`src/design/rgb_triplet_line_parser_core_macros.svh`:
```
// assertion macros for the rgb triplet line parser
`ifndef RGB_TRIPLET_LINE_PARSER_CORE_MACROS_SVH
`define RGB_TRIPLET_LINE_PARSER_CORE_MACROS_SVH

`ifndef SYNTHESIS

`define RTLP_ASSERT_SAME(label, clk, rst, ante, cons) \
   label: assert property (@(posedge clk) disable iff (rst) (ante) |-> (cons)) \
      else $error("rtlp assertion failed");

`define RTLP_ASSERT_NEXT(label, clk, rst, ante, cons) \
   label: assert property (@(posedge clk) disable iff (rst) (ante) |=> (cons)) \
      else $error("rtlp assertion failed");

`else

`define RTLP_ASSERT_SAME(label, clk, rst, ante, cons)

`define RTLP_ASSERT_NEXT(label, clk, rst, ante, cons)

`endif

`endif

```
`src/design/rtlp_pkg.sv`:
```
// shared types and constants of the rgb triplet line parser
package rtlp_pkg;

   localparam int LINE_CAP = 32;
   localparam int COUNT_WIDTH = $clog2(LINE_CAP);
   localparam logic [COUNT_WIDTH-1:0] COUNT_LIMIT = COUNT_WIDTH'(LINE_CAP - 1);

   localparam int ACCUM_WIDTH = 9;
   localparam int PRODUCT_WIDTH = 12;
   localparam logic [ACCUM_WIDTH-1:0] ACCUM_SAT = 9'd256;

   localparam logic [7:0] CHAR_NUL   = 8'd0;
   localparam logic [7:0] CHAR_TAB   = 8'd9;
   localparam logic [7:0] CHAR_LF    = 8'd10;
   localparam logic [7:0] CHAR_VT    = 8'd11;
   localparam logic [7:0] CHAR_FF    = 8'd12;
   localparam logic [7:0] CHAR_CR    = 8'd13;
   localparam logic [7:0] CHAR_SPACE = 8'd32;
   localparam logic [7:0] CHAR_PLUS  = 8'd43;
   localparam logic [7:0] CHAR_MINUS = 8'd45;
   localparam logic [7:0] CHAR_ZERO  = 8'd48;
   localparam logic [7:0] CHAR_NINE  = 8'd57;

   localparam logic [7:0] RED_RESET   = 8'd255;
   localparam logic [7:0] GREEN_RESET = 8'd0;
   localparam logic [7:0] BLUE_RESET  = 8'd255;

   typedef struct packed {
      logic       valid;
      logic       line_end;
      logic [7:0] rx_byte;
   } stage_type;

   typedef struct packed {
      logic       line_ok;
      logic [7:0] red;
      logic [7:0] green;
      logic [7:0] blue;
   } result_type;

endpackage

```
`src/design/rtlp_input_stage.sv`:
```
// input register holding one received byte and its line-end flag
module rtlp_input_stage (
   input  logic                clock,
   input  logic                reset,
   input  logic                req_valid,
   output logic                req_ready,
   input  logic [7:0]          req_rx_byte,
   input  logic                advance,
   output rtlp_pkg::stage_type stage
);

   logic       valid_ff;
   logic       valid_in;
   logic       line_end_ff;
   logic       line_end_in;
   logic [7:0] byte_ff;
   logic [7:0] byte_in;
   logic       load;

   assign req_ready = !valid_ff || advance;
   assign load      = req_valid && req_ready;

   always_comb begin
      valid_in    = valid_ff;
      line_end_in = line_end_ff;
      byte_in     = byte_ff;
      if (load) begin
         valid_in    = 1'b1;
         byte_in     = req_rx_byte;
         line_end_in = (req_rx_byte == rtlp_pkg::CHAR_CR) ||
                       (req_rx_byte == rtlp_pkg::CHAR_LF);
      end else if (advance) begin
         valid_in = 1'b0;
      end
   end

   always_ff @(posedge clock) begin
      if (reset) begin
         valid_ff <= 1'b0;
      end else begin
         valid_ff <= valid_in;
      end
      line_end_ff <= line_end_in;
      byte_ff     <= byte_in;
   end

   assign stage.valid    = valid_ff;
   assign stage.line_end = line_end_ff;
   assign stage.rx_byte  = byte_ff;

endmodule

```
`src/design/rtlp_parser.sv`:
```
// parse state and colour levels, updated once per byte
module rtlp_parser (
   input  logic                 clock,
   input  logic                 reset,
   input  logic                 advance,
   input  rtlp_pkg::stage_type  stage,
   output rtlp_pkg::result_type result
);

   typedef enum logic [2:0] {
      PH_SPACE,
      PH_SIGN,
      PH_DIGIT,
      PH_DONE,
      PH_FAIL
   } phase_type;

   phase_type                              phase_ff, phase_in;
   logic [1:0]                             field_ff, field_in;
   logic [rtlp_pkg::COUNT_WIDTH-1:0]       count_ff, count_in;
   logic                                   ended_ff, ended_in;
   logic [rtlp_pkg::ACCUM_WIDTH-1:0]       accum_ff, accum_in;
   logic                                   negative_ff, negative_in;
   logic [7:0]                             parsed_red_ff, parsed_red_in;
   logic [7:0]                             parsed_green_ff, parsed_green_in;
   logic [7:0]                             red_ff, red_in;
   logic [7:0]                             green_ff, green_in;
   logic [7:0]                             blue_ff, blue_in;

   logic                                   is_digit;
   logic                                   is_space;
   logic [3:0]                             digit_value;
   logic [rtlp_pkg::PRODUCT_WIDTH-1:0]     product;
   logic [rtlp_pkg::ACCUM_WIDTH-1:0]       accum_next;
   logic                                   value_valid;
   logic                                   line_ok;
   logic [7:0]                             c;

   assign c           = stage.rx_byte;
   assign is_digit    = (c >= rtlp_pkg::CHAR_ZERO) && (c <= rtlp_pkg::CHAR_NINE);
   assign is_space    = (c == rtlp_pkg::CHAR_SPACE) || (c == rtlp_pkg::CHAR_TAB) ||
                        (c == rtlp_pkg::CHAR_VT) || (c == rtlp_pkg::CHAR_FF);
   assign digit_value = c[3:0];
   assign product     = ({{(rtlp_pkg::PRODUCT_WIDTH - rtlp_pkg::ACCUM_WIDTH){1'b0}}, accum_ff}
                         * rtlp_pkg::PRODUCT_WIDTH'(10))
                        + {{(rtlp_pkg::PRODUCT_WIDTH - 4){1'b0}}, digit_value};
   assign accum_next  = (product > rtlp_pkg::PRODUCT_WIDTH'(rtlp_pkg::ACCUM_SAT)) ?
                        rtlp_pkg::ACCUM_SAT : product[rtlp_pkg::ACCUM_WIDTH-1:0];
   assign value_valid = !accum_ff[rtlp_pkg::ACCUM_WIDTH-1] && !(negative_ff && (|accum_ff));
   assign line_ok     = (phase_ff == PH_DONE) ||
                        ((phase_ff == PH_DIGIT) && (field_ff == 2'd2) && value_valid);

   always_comb begin
      phase_in        = phase_ff;
      field_in        = field_ff;
      count_in        = count_ff;
      ended_in        = ended_ff;
      accum_in        = accum_ff;
      negative_in     = negative_ff;
      parsed_red_in   = parsed_red_ff;
      parsed_green_in = parsed_green_ff;
      red_in          = red_ff;
      green_in        = green_ff;
      blue_in         = blue_ff;
      if (advance) begin
         if (stage.line_end) begin
            if (line_ok) begin
               red_in   = parsed_red_ff;
               green_in = parsed_green_ff;
               blue_in  = accum_ff[7:0];
            end
            phase_in        = PH_SPACE;
            field_in        = 2'd0;
            count_in        = '0;
            ended_in        = 1'b0;
            accum_in        = '0;
            negative_in     = 1'b0;
            parsed_red_in   = 8'd0;
            parsed_green_in = 8'd0;
         end else if (count_ff != rtlp_pkg::COUNT_LIMIT) begin
            count_in = count_ff + 1'b1;
            if (c == rtlp_pkg::CHAR_NUL) begin
               ended_in = 1'b1;
            end else if (!ended_ff) begin
               case (phase_ff)
                  PH_SPACE: begin
                     if (is_space) begin
                        phase_in = PH_SPACE;
                     end else if ((c == rtlp_pkg::CHAR_PLUS) ||
                                  (c == rtlp_pkg::CHAR_MINUS)) begin
                        negative_in = (c == rtlp_pkg::CHAR_MINUS);
                        phase_in    = PH_SIGN;
                     end else if (is_digit) begin
                        accum_in = {{(rtlp_pkg::ACCUM_WIDTH - 4){1'b0}}, digit_value};
                        phase_in = PH_DIGIT;
                     end else begin
                        phase_in = PH_FAIL;
                     end
                  end
                  PH_SIGN: begin
                     if (is_digit) begin
                        accum_in = {{(rtlp_pkg::ACCUM_WIDTH - 4){1'b0}}, digit_value};
                        phase_in = PH_DIGIT;
                     end else begin
                        phase_in = PH_FAIL;
                     end
                  end
                  PH_DIGIT: begin
                     if (is_digit) begin
                        accum_in = accum_next;
                     end else if (field_ff == 2'd2) begin
                        phase_in = value_valid ? PH_DONE : PH_FAIL;
                     end else if ((c == rtlp_pkg::CHAR_MINUS) && value_valid) begin
                        if (field_ff == 2'd0) begin
                           parsed_red_in = accum_ff[7:0];
                        end else begin
                           parsed_green_in = accum_ff[7:0];
                        end
                        field_in    = field_ff + 2'd1;
                        accum_in    = '0;
                        negative_in = 1'b0;
                        phase_in    = PH_SPACE;
                     end else begin
                        phase_in = PH_FAIL;
                     end
                  end
                  default: begin
                     phase_in = phase_ff;
                  end
               endcase
            end
         end
      end
   end

   always_ff @(posedge clock) begin
      if (reset) begin
         phase_ff        <= PH_SPACE;
         field_ff        <= 2'd0;
         count_ff        <= '0;
         ended_ff        <= 1'b0;
         accum_ff        <= '0;
         negative_ff     <= 1'b0;
         parsed_red_ff   <= 8'd0;
         parsed_green_ff <= 8'd0;
         red_ff          <= rtlp_pkg::RED_RESET;
         green_ff        <= rtlp_pkg::GREEN_RESET;
         blue_ff         <= rtlp_pkg::BLUE_RESET;
      end else begin
         phase_ff        <= phase_in;
         field_ff        <= field_in;
         count_ff        <= count_in;
         ended_ff        <= ended_in;
         accum_ff        <= accum_in;
         negative_ff     <= negative_in;
         parsed_red_ff   <= parsed_red_in;
         parsed_green_ff <= parsed_green_in;
         red_ff          <= red_in;
         green_ff        <= green_in;
         blue_ff         <= blue_in;
      end
   end

   assign result.line_ok = line_ok;
   assign result.red     = red_in;
   assign result.green   = green_in;
   assign result.blue    = blue_in;

endmodule

```
`src/design/rgb_triplet_line_parser_core.sv`:
```
// rgb triplet line parser: reads "R-G-B" text lines byte by byte and reports the colour per line
// One byte is taken per cycle, back to back, save when input is held back as told below. Each byte
// waits in the input register and then enters the parse state; a line end also loads the result
// register. A CR or LF byte gives one result (line_ok and the colour in force after the line),
// which appears on the rsp_ channel the cycle after the line-end byte is processed; other bytes
// give none. Input is only held back when a line-end byte meets a result that has not yet been
// taken. The colour starts at red 255, green 0, blue 255 after reset.
`include "rgb_triplet_line_parser_core_macros.svh"

module rgb_triplet_line_parser_core (
   input  logic       clock,
   input  logic       reset,
   input  logic       req_valid,
   output logic       req_ready,
   input  logic [7:0] req_rx_byte,
   output logic       rsp_valid,
   input  logic       rsp_ready,
   output logic       rsp_line_ok,
   output logic [7:0] rsp_red_duty,
   output logic [7:0] rsp_green_duty,
   output logic [7:0] rsp_blue_duty
);

   rtlp_pkg::stage_type  stage;
   rtlp_pkg::result_type result;
   logic                 advance;
   logic                 emit;

   logic                 rsp_valid_ff, rsp_valid_in;
   rtlp_pkg::result_type rsp_data_ff, rsp_data_in;

   assign advance = stage.valid && (!stage.line_end || !rsp_valid_ff || rsp_ready);
   assign emit    = advance && stage.line_end;

   rtlp_input_stage u_input_stage (
      .clock       (clock),
      .reset       (reset),
      .req_valid   (req_valid),
      .req_ready   (req_ready),
      .req_rx_byte (req_rx_byte),
      .advance     (advance),
      .stage       (stage)
   );

   rtlp_parser u_parser (
      .clock   (clock),
      .reset   (reset),
      .advance (advance),
      .stage   (stage),
      .result  (result)
   );

   // result register, loaded on each line end
   always_comb begin
      rsp_valid_in = rsp_valid_ff;
      rsp_data_in  = rsp_data_ff;
      if (emit) begin
         rsp_valid_in = 1'b1;
         rsp_data_in  = result;
      end else if (rsp_ready) begin
         rsp_valid_in = 1'b0;
      end
   end

   always_ff @(posedge clock) begin
      if (reset) begin
         rsp_valid_ff <= 1'b0;
      end else begin
         rsp_valid_ff <= rsp_valid_in;
      end
      rsp_data_ff <= rsp_data_in;
   end

   assign rsp_valid      = rsp_valid_ff;
   assign rsp_line_ok    = rsp_data_ff.line_ok;
   assign rsp_red_duty   = rsp_data_ff.red;
   assign rsp_green_duty = rsp_data_ff.green;
   assign rsp_blue_duty  = rsp_data_ff.blue;

   // a processed line end always leaves a result waiting
   `RTLP_ASSERT_NEXT(a_line_end_gives_result, clock, reset, emit, rsp_valid_ff)
   // bytes other than line ends never stall in the input register
   `RTLP_ASSERT_SAME(a_plain_byte_flows, clock, reset, stage.valid && !stage.line_end, advance)
   // a result appears only after a line end was processed
   `RTLP_ASSERT_SAME(a_result_has_cause, clock, reset,
                     rsp_valid_ff && !$past(rsp_valid_ff), $past(emit))

endmodule

```
`config.mk`:
```
export PLATFORM = sky130hd
export DESIGN_NAME = rgb_triplet_line_parser_core
export DESIGN_NICKNAME = d
export VERILOG_FILES = /design/src/design/rtlp_pkg.sv /design/src/design/rtlp_input_stage.sv /design/src/design/rtlp_parser.sv /design/src/design/rgb_triplet_line_parser_core.sv
export VERILOG_INCLUDE_DIRS = /design/src /design/src/design
export SDC_FILE = /design/constraint.sdc
export NUM_CORES = 1
export LEC_CHECK = 0
export BUFFER_PORTS_ARGS = -buffer_cell sky130_fd_sc_hd__clkbuf_2
export CAP_MARGIN = 20
export CORE_ASPECT_RATIO = 0.9
export CORE_MARGIN = 2
export CORE_UTILIZATION = 55
export CTS_CLUSTER_DIAMETER = 200
export DETAILED_ROUTE_END_ITERATION = 8
export GPL_ROUTABILITY_DRIVEN = 0
export PLACE_DENSITY = 0.76
export SYNTH_ARGS = -nofsm -noshare
export SYNTH_HDL_FRONTEND = slang
export SYNTH_SLANG_ARGS = --single-unit
```
`constraint.sdc`:
```
create_clock -name clock -period 8.05 [get_ports clock]
set_input_delay 1.61 -clock clock [delete_from_list [all_inputs] [get_ports clock]]
set_output_delay 1.61 -clock clock [all_outputs]
set_load 0.005 [all_outputs]
```
==> metrics.md, run 1 <==
| Metric | Value |
|---|---|
| Clk pwr share | 0.343 |
| Status | complete, no violations |
| Worst-path clk slew | 0.10 ns |
| Finished Cell Area | 5130 um^2 |
| Worst vdd ir | 0.0882 mV |
| DR WL/cell | 15.6 um |
| Hold endpoint | u_parser.ended_ff$_SDFFE_PP0P_ |
| Synthesis-to-finish area growth | 10.3% |
| Overall power | 853 uW |
| Ports | 39 |
| Nets | 500 |
| DRT Pass-1 Iters | 4 |
| Static Leak | 0.00186 uW |
| TritonCTS clock tree | built |
| Switching Fraction | 0.244 |
| Number of flops mapped to enable cells by yosys | 34 |
| Largest net degree at the start of global routing | 34 |
| DRT antenna net count | 0 |
| Post-CTS sizing | 0 |
| Die H | 91.2 um |
| Die area | 9210 um^2 |
| CP startpoint | rsp_ready |
| Port Buffers | 38 |
| Antenna diodes | 0 |
| Worst Tran Pin Value | 0.976 ns |
| Worst hold path class | reg -> reg |
| Synth Instances | 429 |
| Yosys cell types | 61 |
| Synth Area in Compound Gates | 0.129 |
| Main flop type after synthesis | dfxtp_1 |
| Worst EP required | 8.26 ns |
| RSZ-0062 raised after global routing | false |
| Critical Path Fanout Max | 14 |
| Number of buffers created by CTS | 9 |
| Number of fill cells in the layout | 665 |
| Final period util | 0.467 |
| R2r setup slk | 4.35 ns |
| Largest family of logic cells by synthesized area | simple AND/OR/NAND/NOR gates |
| Synth Area in Simple Gates | 0.162 |
| Max Slew Vio Count | 0 |
| Most common cell after layout, fill and taps aside | dfxtp_1 |
| Share of synthesized registers carrying an async set or reset | 0 |
| H-tree depth | 3 |
| Commonest non-fill, non-tap cells in the layout | dfxtp_1, nor2_1, clkbuf_2, edfxtp_1, mux2_2 |
| Hold depth | 2 |
| CTS Hold Bufs | 0 |
| Sw Pwr | 208 uW |
| Post-synthesis xor/xnor area fraction | 0.0226 |
| Syn_area_per_cell | 10.8 um^2 |
| Final setup viols | 0 |
| First-pass GRT wire length | 14700 um |
| Drt drc | 0 |
| Fmax | 0.266 GHz |
| Power Internal | 645 uW |
| Sequential Power Share | 0.608 |
| Layout cell share with drive strength beyond 1 | 0.198 |
| # clock sinks | 97 |
| Initial antenna violation count | 0 |
| CTS root buf | clkbuf_8 |
| Sequential area share after synthesis | 0.491 |
| Cell Area, Placed | 4910 um^2 |
| Multi-input logic area | 2230 um^2 |
| Clk buf depth | 2 |
| Maxcap violations | 0 |
| Setup Skew | 0.0148 ns |
| Clock Latency Late Sink | 0.36 ns |
| Grt total ovfl | 0 |
| Setup CP Type | in -> reg |
| Worst hold start | u_parser.ended_ff$_SDFFE_PP0P_ |
| Worst reg2reg endpoint | u_parser.accum_ff[6]$_SDFFE_PP0P_ |
| FF-to-FF Start | u_parser.accum_ff[1]$_SDFFE_PP0P_ |
| Vias in the first global route | 3087 |
| GRT Util Overall | 0.201 |
| Final core utilization | 0.630 |
| R2R depth | 11 |
| Core area | 8150 um^2 |
| HPWL after detailed placement | 6320 um |
| Starting Density | 0.571 |
| Iteration-0 DRC Markers | 159 |
| Post-synthesis mux area share | 0.101 |
| Flops & latches, synth | 97 |
| Post-Synth Adder-Cell Area | 0.0651 |
| Die width | 101 um |
| Syn nets | 464 |
| Vias per cell | 5.72 |
| Crit path launch type | input port |
| Syn. warnings | 0 |
| Setup bufs post-CTS | 0 |
| Post-Syn Area | 4650 um^2 |
| Worst path arrival time | 3.97 ns |
| Final Hold Fails | 0 |
| Setup TNS | 0 ns |
| PwrDens | 166 nW/um^2 |
| Max_slew headroom | 0.349 |
| Final WL | 8850 um |
| FP Rows | 31 |
| Dpl ws | 3.48 ns |
| Register area | 2280 um^2 |
| Period minus WS final | 3.76 ns |
| Part of the power in combinational logic | 0.048 |
| Vias | 3257 |
| Setup WS post-layout | 4.29 ns |
| CP endpoint kind | flip-flop |
==> cell usage after synthesis (all sizes together) (9+ instances only) <==
cell    instances  area (um^2)
a21oi          22          110
and2           11         68.8
clkbuf         11         41.3
dfxtp          63         1260
edfxtp         34         1020
ha             21          263
inv            18         67.6
mux2           24          270
mux2i          20          200
nand2          13         48.8
nand2b         21          131
nand3          10         55.1
nor2           39          146
nor2b           9         56.3
o21ai          10         50.1
==> per-layer routing <==
layer	vias up	wire, um	track usage
met1	1530	4290	0.275
met5	-	0	0
met4	0	116	0.0619
met3	11	329	0.0462
li1	1645	-	-
met2	71	4110	0.316
==> flip-flops by register name, summed over array words and instances, names as in the netlist <==
| register | count |
|---|---|
| u_parser.negative_ff | 1 |
| rsp_green_duty | 8 |
| u_input_stage.byte_ff | 8 |
| u_parser.parsed_red_ff | 8 |
| u_parser.phase_ff | 3 |
| u_input_stage.valid_ff | 1 |
| rsp_blue_duty | 8 |
| u_parser.field_ff | 2 |
| u_parser.blue_ff | 8 |
| u_parser.accum_ff | 9 |
| u_parser.parsed_green_ff | 8 |
| rsp_red_duty | 8 |
| u_parser.count_ff | 5 |
| u_parser.red_ff | 8 |
| u_parser.ended_ff | 1 |
| rsp_valid | 1 |
| rsp_line_ok | 1 |
| u_parser.green_ff | 8 |
| u_input_stage.line_end_ff | 1 |
==> metrics by stage <==
| stage | hold slack [ns] | instances |
|---|---|---|
| after CTS | 0.485 | 567 |
| after floorplan | 0.437 | 429 |
| after global placement | 0.454 | 551 |
| after global routing | 0.526 | 569 |
| final | 0.479 | 569 |
| after detailed placement | 0.461 | 551 |
==> worst max-delay path by stage <==
stage,to,slack (ns),cells after the start
3_5_place_dp,u_parser.red_ff[1]$_SDFF_PP1_,3.48,7
6_report,u_parser.red_ff[1]$_SDFF_PP1_,4.29,9
4_1_cts,u_parser.red_ff[6]$_SDFF_PP1_,3.86,7
5_1_grt,u_parser.red_ff[5]$_SDFF_PP1_,4.11,9
3_3_place_gp,u_parser.red_ff[2]$_SDFF_PP1_,3.49,7
2_1_floorplan,rsp_green_duty[0]$_DFFE_PP_,4.39,7
==> critical path, stage by stage <==
cell and delay (ns):
clkbuf_2 0.08, nand2b_1 0.12, nand3_1 0.14, inv_1 0.50
buf_8 0.23, and2_1 0.53, buf_8 0.24, mux2_2 0.35
nand2b_1 0.15
==> power groups by stage <==
| stage | Sequential (uW) | Combinational (uW) | Clock [uW] |
|---|---|---|---|
| 2_1_floorplan | 526 | 31.7 | 0 |
| 3_3_place_gp | 530 | 39.9 | 0 |
| 3_5_place_dp | 530 | 40.9 | 0 |
| 4_1_cts | 519 | 41.1 | 302 |
| 5_1_grt | 520 | 46.7 | 320 |
| 6_report | 519 | 41.2 | 293 |
==> kinds of logic (layout without fill, tap and decap cells) <==
| kind of cell | after synthesis | after routing |
|---|---|---|
| adders and majority gates | 23 | 23 |
| DFF | 97 | 97 |
| and+or+nand+nor | 137 | 137 |
| muxes | 44 | 44 |
| xor gates and xnor gates | 12 | 12 |
| buffers and inverters | 35 | 76 |
| AOI/OAI and AO/OA | 81 | 81 |
==> cell type report <==
type                    instances  share of cell area
well taps                      99              0.0242
inverters                      18              0.0132
clock buffers                   9              0.0242
multi-input cells             297               0.435
clock inverters                 7              0.0129
flip-flops and latches         97               0.445
repair buffers                 42              0.0459
Note: power is estimated with default switching activity, not from simulation.
==> run 2: changes to the inputs <==
clock period = 3.47 ns   (was 8.05 ns; I/O delays follow)
==> run 2 against run 1 <==
- register-to-register slack lost 4.2 ns
- setup slack lost 4.1 ns
- sequential share of layout area shrank 1.6 points
- count of clock-buffer cells in the layout is the same
- critical path type is now reg -> reg
- largest cell class is now multi-input gates
==> metrics.md, run 2 (same netlist as run 1, synthesis figures left out) <==
| Metric | Value |
|---|---|
| Grt total ovfl | 0 |
| Reg with most FFs | u_parser.accum_ff |
| Final period util | 0.959 |
| Antenna diodes | 0 |
| Worst Tran Pin Value | 0.872 ns |
| Part of the power in combinational logic | 0.053 |
| Worst path buffer plus inverter count | 1 |
| Clk buf depth | 2 |
| Static Leak | 0.00197 uW |
| Synthesis-to-finish area growth | 14.6% |
| Power Internal | 1590 uW |
| Final Hold Fails | 0 |
| Die width | 101 um |
| CP max stage delay | 0.43 ns |
| Worst hold path class | reg -> reg |
| Number of buffers created by CTS | 9 |
| Largest net degree at the start of global routing | 33 |
| Final WL | 9620 um |
| First-pass GRT wire length | 15700 um |
| Vias | 3391 |
| Worst vdd ir | 0.269 mV |
| CP endpoint kind | flip-flop |
| GRT Util Overall | 0.217 |
| Delay-heaviest family, CP | compound AO/OA/AOI/OAI gates |
| Setup Skew | 0.0133 ns |
| Finished Cell Area | 5330 um^2 |
| Worst EP required | 3.73 ns |
| R2r setup slk | 0.14 ns |
| FP Rows | 31 |
| Status | complete, no violations |
| CTS Hold Bufs | 0 |
| Port Buffers | 38 |
| H-tree depth | 3 |
| Fmax | 0.301 GHz |
| Switching Fraction | 0.247 |
| Crit path launch type | flip-flop |
| Most Frequent Cell on Critical Path | a2111oi_4 |
| Die area | 9210 um^2 |
| Sequential Power Share | 0.569 |
| Initial antenna violation count | 0 |
| Period minus WS final | 3.33 ns |
| PwrDens | 395 nW/um^2 |
| Slowest CP cell | or3b_4 |
| CP cell instances | ha_1 -> ha_2 -> inv_1 -> fa_2 -> xor2_4 -> or3b_4 -> a2111oi_4 -> nand3_2 -> a2111oi_4 -> o211ai_2 -> o41ai_1 |
| DRT antenna net count | 0 |
| Starting Density | 0.571 |
| Max_slew headroom | 0.416 |
| CTS root buf | clkbuf_8 |
| Worst-path clk slew | 0.10 ns |
| Critical Path Fanout Max | 5 |
| Clock Latency Late Sink | 0.37 ns |
| Commonest non-fill, non-tap cells in the layout | dfxtp_1, nor2_1, clkbuf_2, edfxtp_1, mux2_2 |
| Layout cell share with drive strength beyond 1 | 0.250 |
| HPWL after detailed placement | 6730 um |
| Most common cell after layout, fill and taps aside | dfxtp_1 |
| Core area | 8150 um^2 |
| DR WL/cell | 16.5 um |
| Vias in the first global route | 3291 |
| Iteration-0 DRC Markers | 161 |
| Nets | 514 |
| Die H | 91.2 um |
| TritonCTS clock tree | built |
| Worst path arrival time | 3.59 ns |
| Sw Pwr | 521 uW |
| Number of fill cells in the layout | 630 |
| Maxcap violations | 0 |
| Vias per cell | 5.82 |
| Clk pwr share | 0.378 |
| Max Slew Vio Count | 0 |
| Drt drc | 0 |
| Number of flip-flops in the largest register | 9 |
| # clock sinks | 97 |
| Final setup viols | 0 |
| Cell Area, Placed | 4990 um^2 |
| WHS | 0.487 ns |
| DRT Pass-1 Iters | 5 |
| Setup CP Type | reg -> reg |
| Ports | 39 |
==> run 2: power by group through the flow <==
stage	clock, uW	combinational [uW]	sequential, uW
2_1_floorplan	0	73.6	1220
3_3_place_gp	0	104	1220
3_5_place_dp	0	107	1230
4_1_cts	811	108	1200
5_1_grt	855	125	1200
6_report	795	112	1200
==> run 2: area by class of cell <==
cell class	instances	area (um^2)	area share
multi-input combinational	297	2310	0.433
sequential	97	2290	0.429
timing repair buffer	56	325	0.0610
clock buffer	9	124	0.0232
tap	99	124	0.0232
clock inverter	7	95.1	0.0178
inverter	18	67.6	0.0127
==> run 2: stage by stage <==
step	worst slack [ns]	utilization	setup TNS, ns	power, uW	std cells
final	0.142	0.654	0	2110	583
after detailed placement	-0.0612	0.613	-0.0612	1330	562
after global placement	0.167	0.613	0	1330	562
after CTS	0.00146	0.641	0	2120	580
after global routing	-0.0186	0.654	-0.0186	2180	583
after floorplan	0.246	-	0	1290	429
==> run 2: final timing paths <==
| check | start | endpoint | depth (start not counted) |
|---|---|---|---|
| max | u_parser.accum_ff[1]$_SDFFE_PP0P_ | u_parser.accum_ff[6]$_SDFFE_PP0P_ | 11 |
| min | u_parser.ended_ff$_SDFFE_PP0P_ | u_parser.ended_ff$_SDFFE_PP0P_ | 2 |
| max reg2reg | u_parser.accum_ff[1]$_SDFFE_PP0P_ | u_parser.accum_ff[6]$_SDFFE_PP0P_ | 11 |
| min reg2reg | u_parser.ended_ff$_SDFFE_PP0P_ | u_parser.ended_ff$_SDFFE_PP0P_ | 2 |
==> run 2: layer usage <==
layer,routed length (um),GRT usage,vias up
li1,-,-,1674
met5,0,0,-
met3,376,0.0423,17
met4,188,0.0833,0
met2,4670,0.355,90
met1,4380,0.283,1610
==> run 2: repair_timing <==
action,CTS,global route
pin swaps,1,9
gates resized for setup,0,17
buffers inserted,2,3
endpoints found under the setup margin,2,9
endpoints found under the hold margin,0,0
gates cloned,0,0
==> run 2: tightest hold or removal path, delay by kind of cell (launching register included) <==
kind             cells  cell delay, ns
flip-flops           1            0.35
AO/OA/AOI/OAI        1            0.04
AND/OR/NAND/NOR      1            0.07
==> run 3: changes to the inputs <==
PLACE_DENSITY = 0.72   (was 0.76)
clock period = 3.6 ns   (was 3.47 ns; I/O delays follow)
==> run 3 against run 2 <==
- register-to-register slack better by 0.06 ns
- final cell count down 1.0%
- clock skew down 0.0039 ns
- die area unchanged
- sequential share of layout area up 1.0 points
- count of clock-buffer cells in the layout unchanged
==> metrics.md, run 3 (same netlist as run 1, synthesis figures left out) <==
| Metric | Value |
|---|---|
| Worst path buffer plus inverter count | 1 |
| Initial antenna violation count | 0 |
| Nets | 508 |
| Commonest non-fill, non-tap cells in the layout | dfxtp_1, nor2_1, clkbuf_2, edfxtp_1, mux2_2 |
| CP max stage delay | 0.78 ns |
| Max_slew headroom | 0.392 |
| Most common cell after layout, fill and taps aside | dfxtp_1 |
| Final core utilization | 0.638 |
| Most Frequent Cell on Critical Path | ha_1 |
| Worst EP required | 3.87 ns |
| Die H | 91.2 um |
| Status | complete, no violations |
| Number of flip-flops in the largest register | 9 |
| Vias in the first global route | 3288 |
| FP Rows | 31 |
| H-tree depth | 3 |
| Maxcap violations | 0 |
| CP endpoint kind | flip-flop |
| Final setup viols | 0 |
| Die width | 101 um |
| Crit path launch type | flip-flop |
| Largest net degree at the start of global routing | 33 |
| DRT Pass-1 Iters | 4 |
| Delay-heaviest family, CP | adder cells |
| DR WL/cell | 16.0 um |
| Setup CP Type | reg -> reg |
| Slowest CP cell | or4b_2 |
| Reg with most FFs | u_parser.accum_ff |
| Period minus WS final | 3.40 ns |
| Layout cell share with drive strength beyond 1 | 0.220 |
| Final WL | 9260 um |
| Clk buf depth | 2 |
| Dpl ws | 0.0289 ns |
| Ports | 39 |
| HPWL after detailed placement | 6550 um |
| Iteration-0 DRC Markers | 132 |
| Worst vdd ir | 0.228 mV |
| Worst Tran Pin Value | 0.908 ns |
| Vias per cell | 5.79 |
| Worst hold path class | reg -> reg |
| R2r setup slk | 0.20 ns |
| First-pass GRT wire length | 15900 um |
| CTS root buf | clkbuf_8 |
| Port Buffers | 38 |
| Grt total ovfl | 0 |
| Die area | 9210 um^2 |
| Final Hold Fails | 0 |
| Starting Density | 0.571 |
| Clock Latency Late Sink | 0.37 ns |
| Core area | 8150 um^2 |
| TritonCTS clock tree | built |
| Overall power | 1950 uW |
| # clock sinks | 97 |
| Number of fill cells in the layout | 652 |
| Finished Cell Area | 5200 um^2 |
| Setup TNS | 0 ns |
| Fmax | 0.294 GHz |
| Max Slew Vio Count | 0 |
| Number of buffers created by CTS | 9 |
| RSZ-0062 raised after global routing | false |
| Setup WS post-layout | 0.200 ns |
| GRT Util Overall | 0.219 |
| Antenna diodes | 0 |
| Worst-path clk slew | 0.10 ns |
| DRT antenna net count | 0 |
| CP cell instances | ha_1 -> ha_1 -> inv_1 -> fa_1 -> or4b_2 -> o21ai_0 -> a32o_2 -> o211ai_2 -> o41ai_2 |
| Multi-input logic area | 2250 um^2 |
| Critical Path Fanout Max | 6 |
| Vias | 3341 |
| Synthesis-to-finish area growth | 11.7% |
| Cell Area, Placed | 4980 um^2 |
| Register area | 2280 um^2 |
| Drt drc | 0 |
| Static Leak | 0.00191 uW |
| Worst path arrival time | 3.67 ns |
| Final period util | 0.945 |
| PwrDens | 375 nW/um^2 |
| Setup Skew | 0.00938 ns |
run 3: timing repair:
| item | in CTS | in global routing |
|---|---|---|
| resized for setup | 0 | 4 |
| pin swaps | 1 | 2 |
| hold buffers | 0 | 0 |
| hold endpoints to repair | 0 | 0 |
| setup endpoints to repair | 1 | 5 |
| setup buffers | 0 | 1 |
run 3: routing by layer:
metal / track usage / routed length [um] / up-vias
met4: 0.0518 / 108 / 0
met2: 0.353 / 4320 / 79
met5: 0 / 0 / -
met3: 0.0577 / 454 / 11
li1: - / - / 1662
met1: 0.296 / 4370 / 1589
run 3: area by class of cell:
cell class | instances | area share
tap | 99 | 0.0238
clock inverter | 7 | 0.0137
sequential | 97 | 0.439
multi-input combinational | 297 | 0.432
timing repair buffer | 50 | 0.0539
clock buffer | 9 | 0.0238
inverter | 18 | 0.0130
run 3: per-stage QoR:
step                      cells  hold slack, ns
after floorplan             429           0.437
after global placement      560           0.451
after detailed placement    560           0.471
after CTS                   576           0.496
after global routing        577           0.517
final                       577           0.496
run 3: path summary, 6_finish.rpt:
check                                    start                                 to  cells past startpoint
min          u_parser.field_ff[1]$_SDFFE_PP0P_  u_parser.field_ff[1]$_SDFFE_PP0P_                      2
min reg2reg  u_parser.field_ff[1]$_SDFFE_PP0P_  u_parser.field_ff[1]$_SDFFE_PP0P_                      2
max          u_parser.accum_ff[3]$_SDFFE_PP0P_  u_parser.accum_ff[6]$_SDFFE_PP0P_                      9
max reg2reg  u_parser.accum_ff[3]$_SDFFE_PP0P_  u_parser.accum_ff[6]$_SDFFE_PP0P_                      9
run 3: power breakdown:
group / switching, uW / internal [uW] / total [uW]
Sequential: 14.3 / 1140 / 1160
Combinational: 64.0 / 39.7 / 104
Clock: 419 / 270 / 689
Total: 498 / 1450 / 1950
run 3: worst min-delay path, cell delays in order, from the launching register on:
cell	delay (ns)
dfxtp_1	0.33
nand2b_1	0.07
a21oi_1	0.05
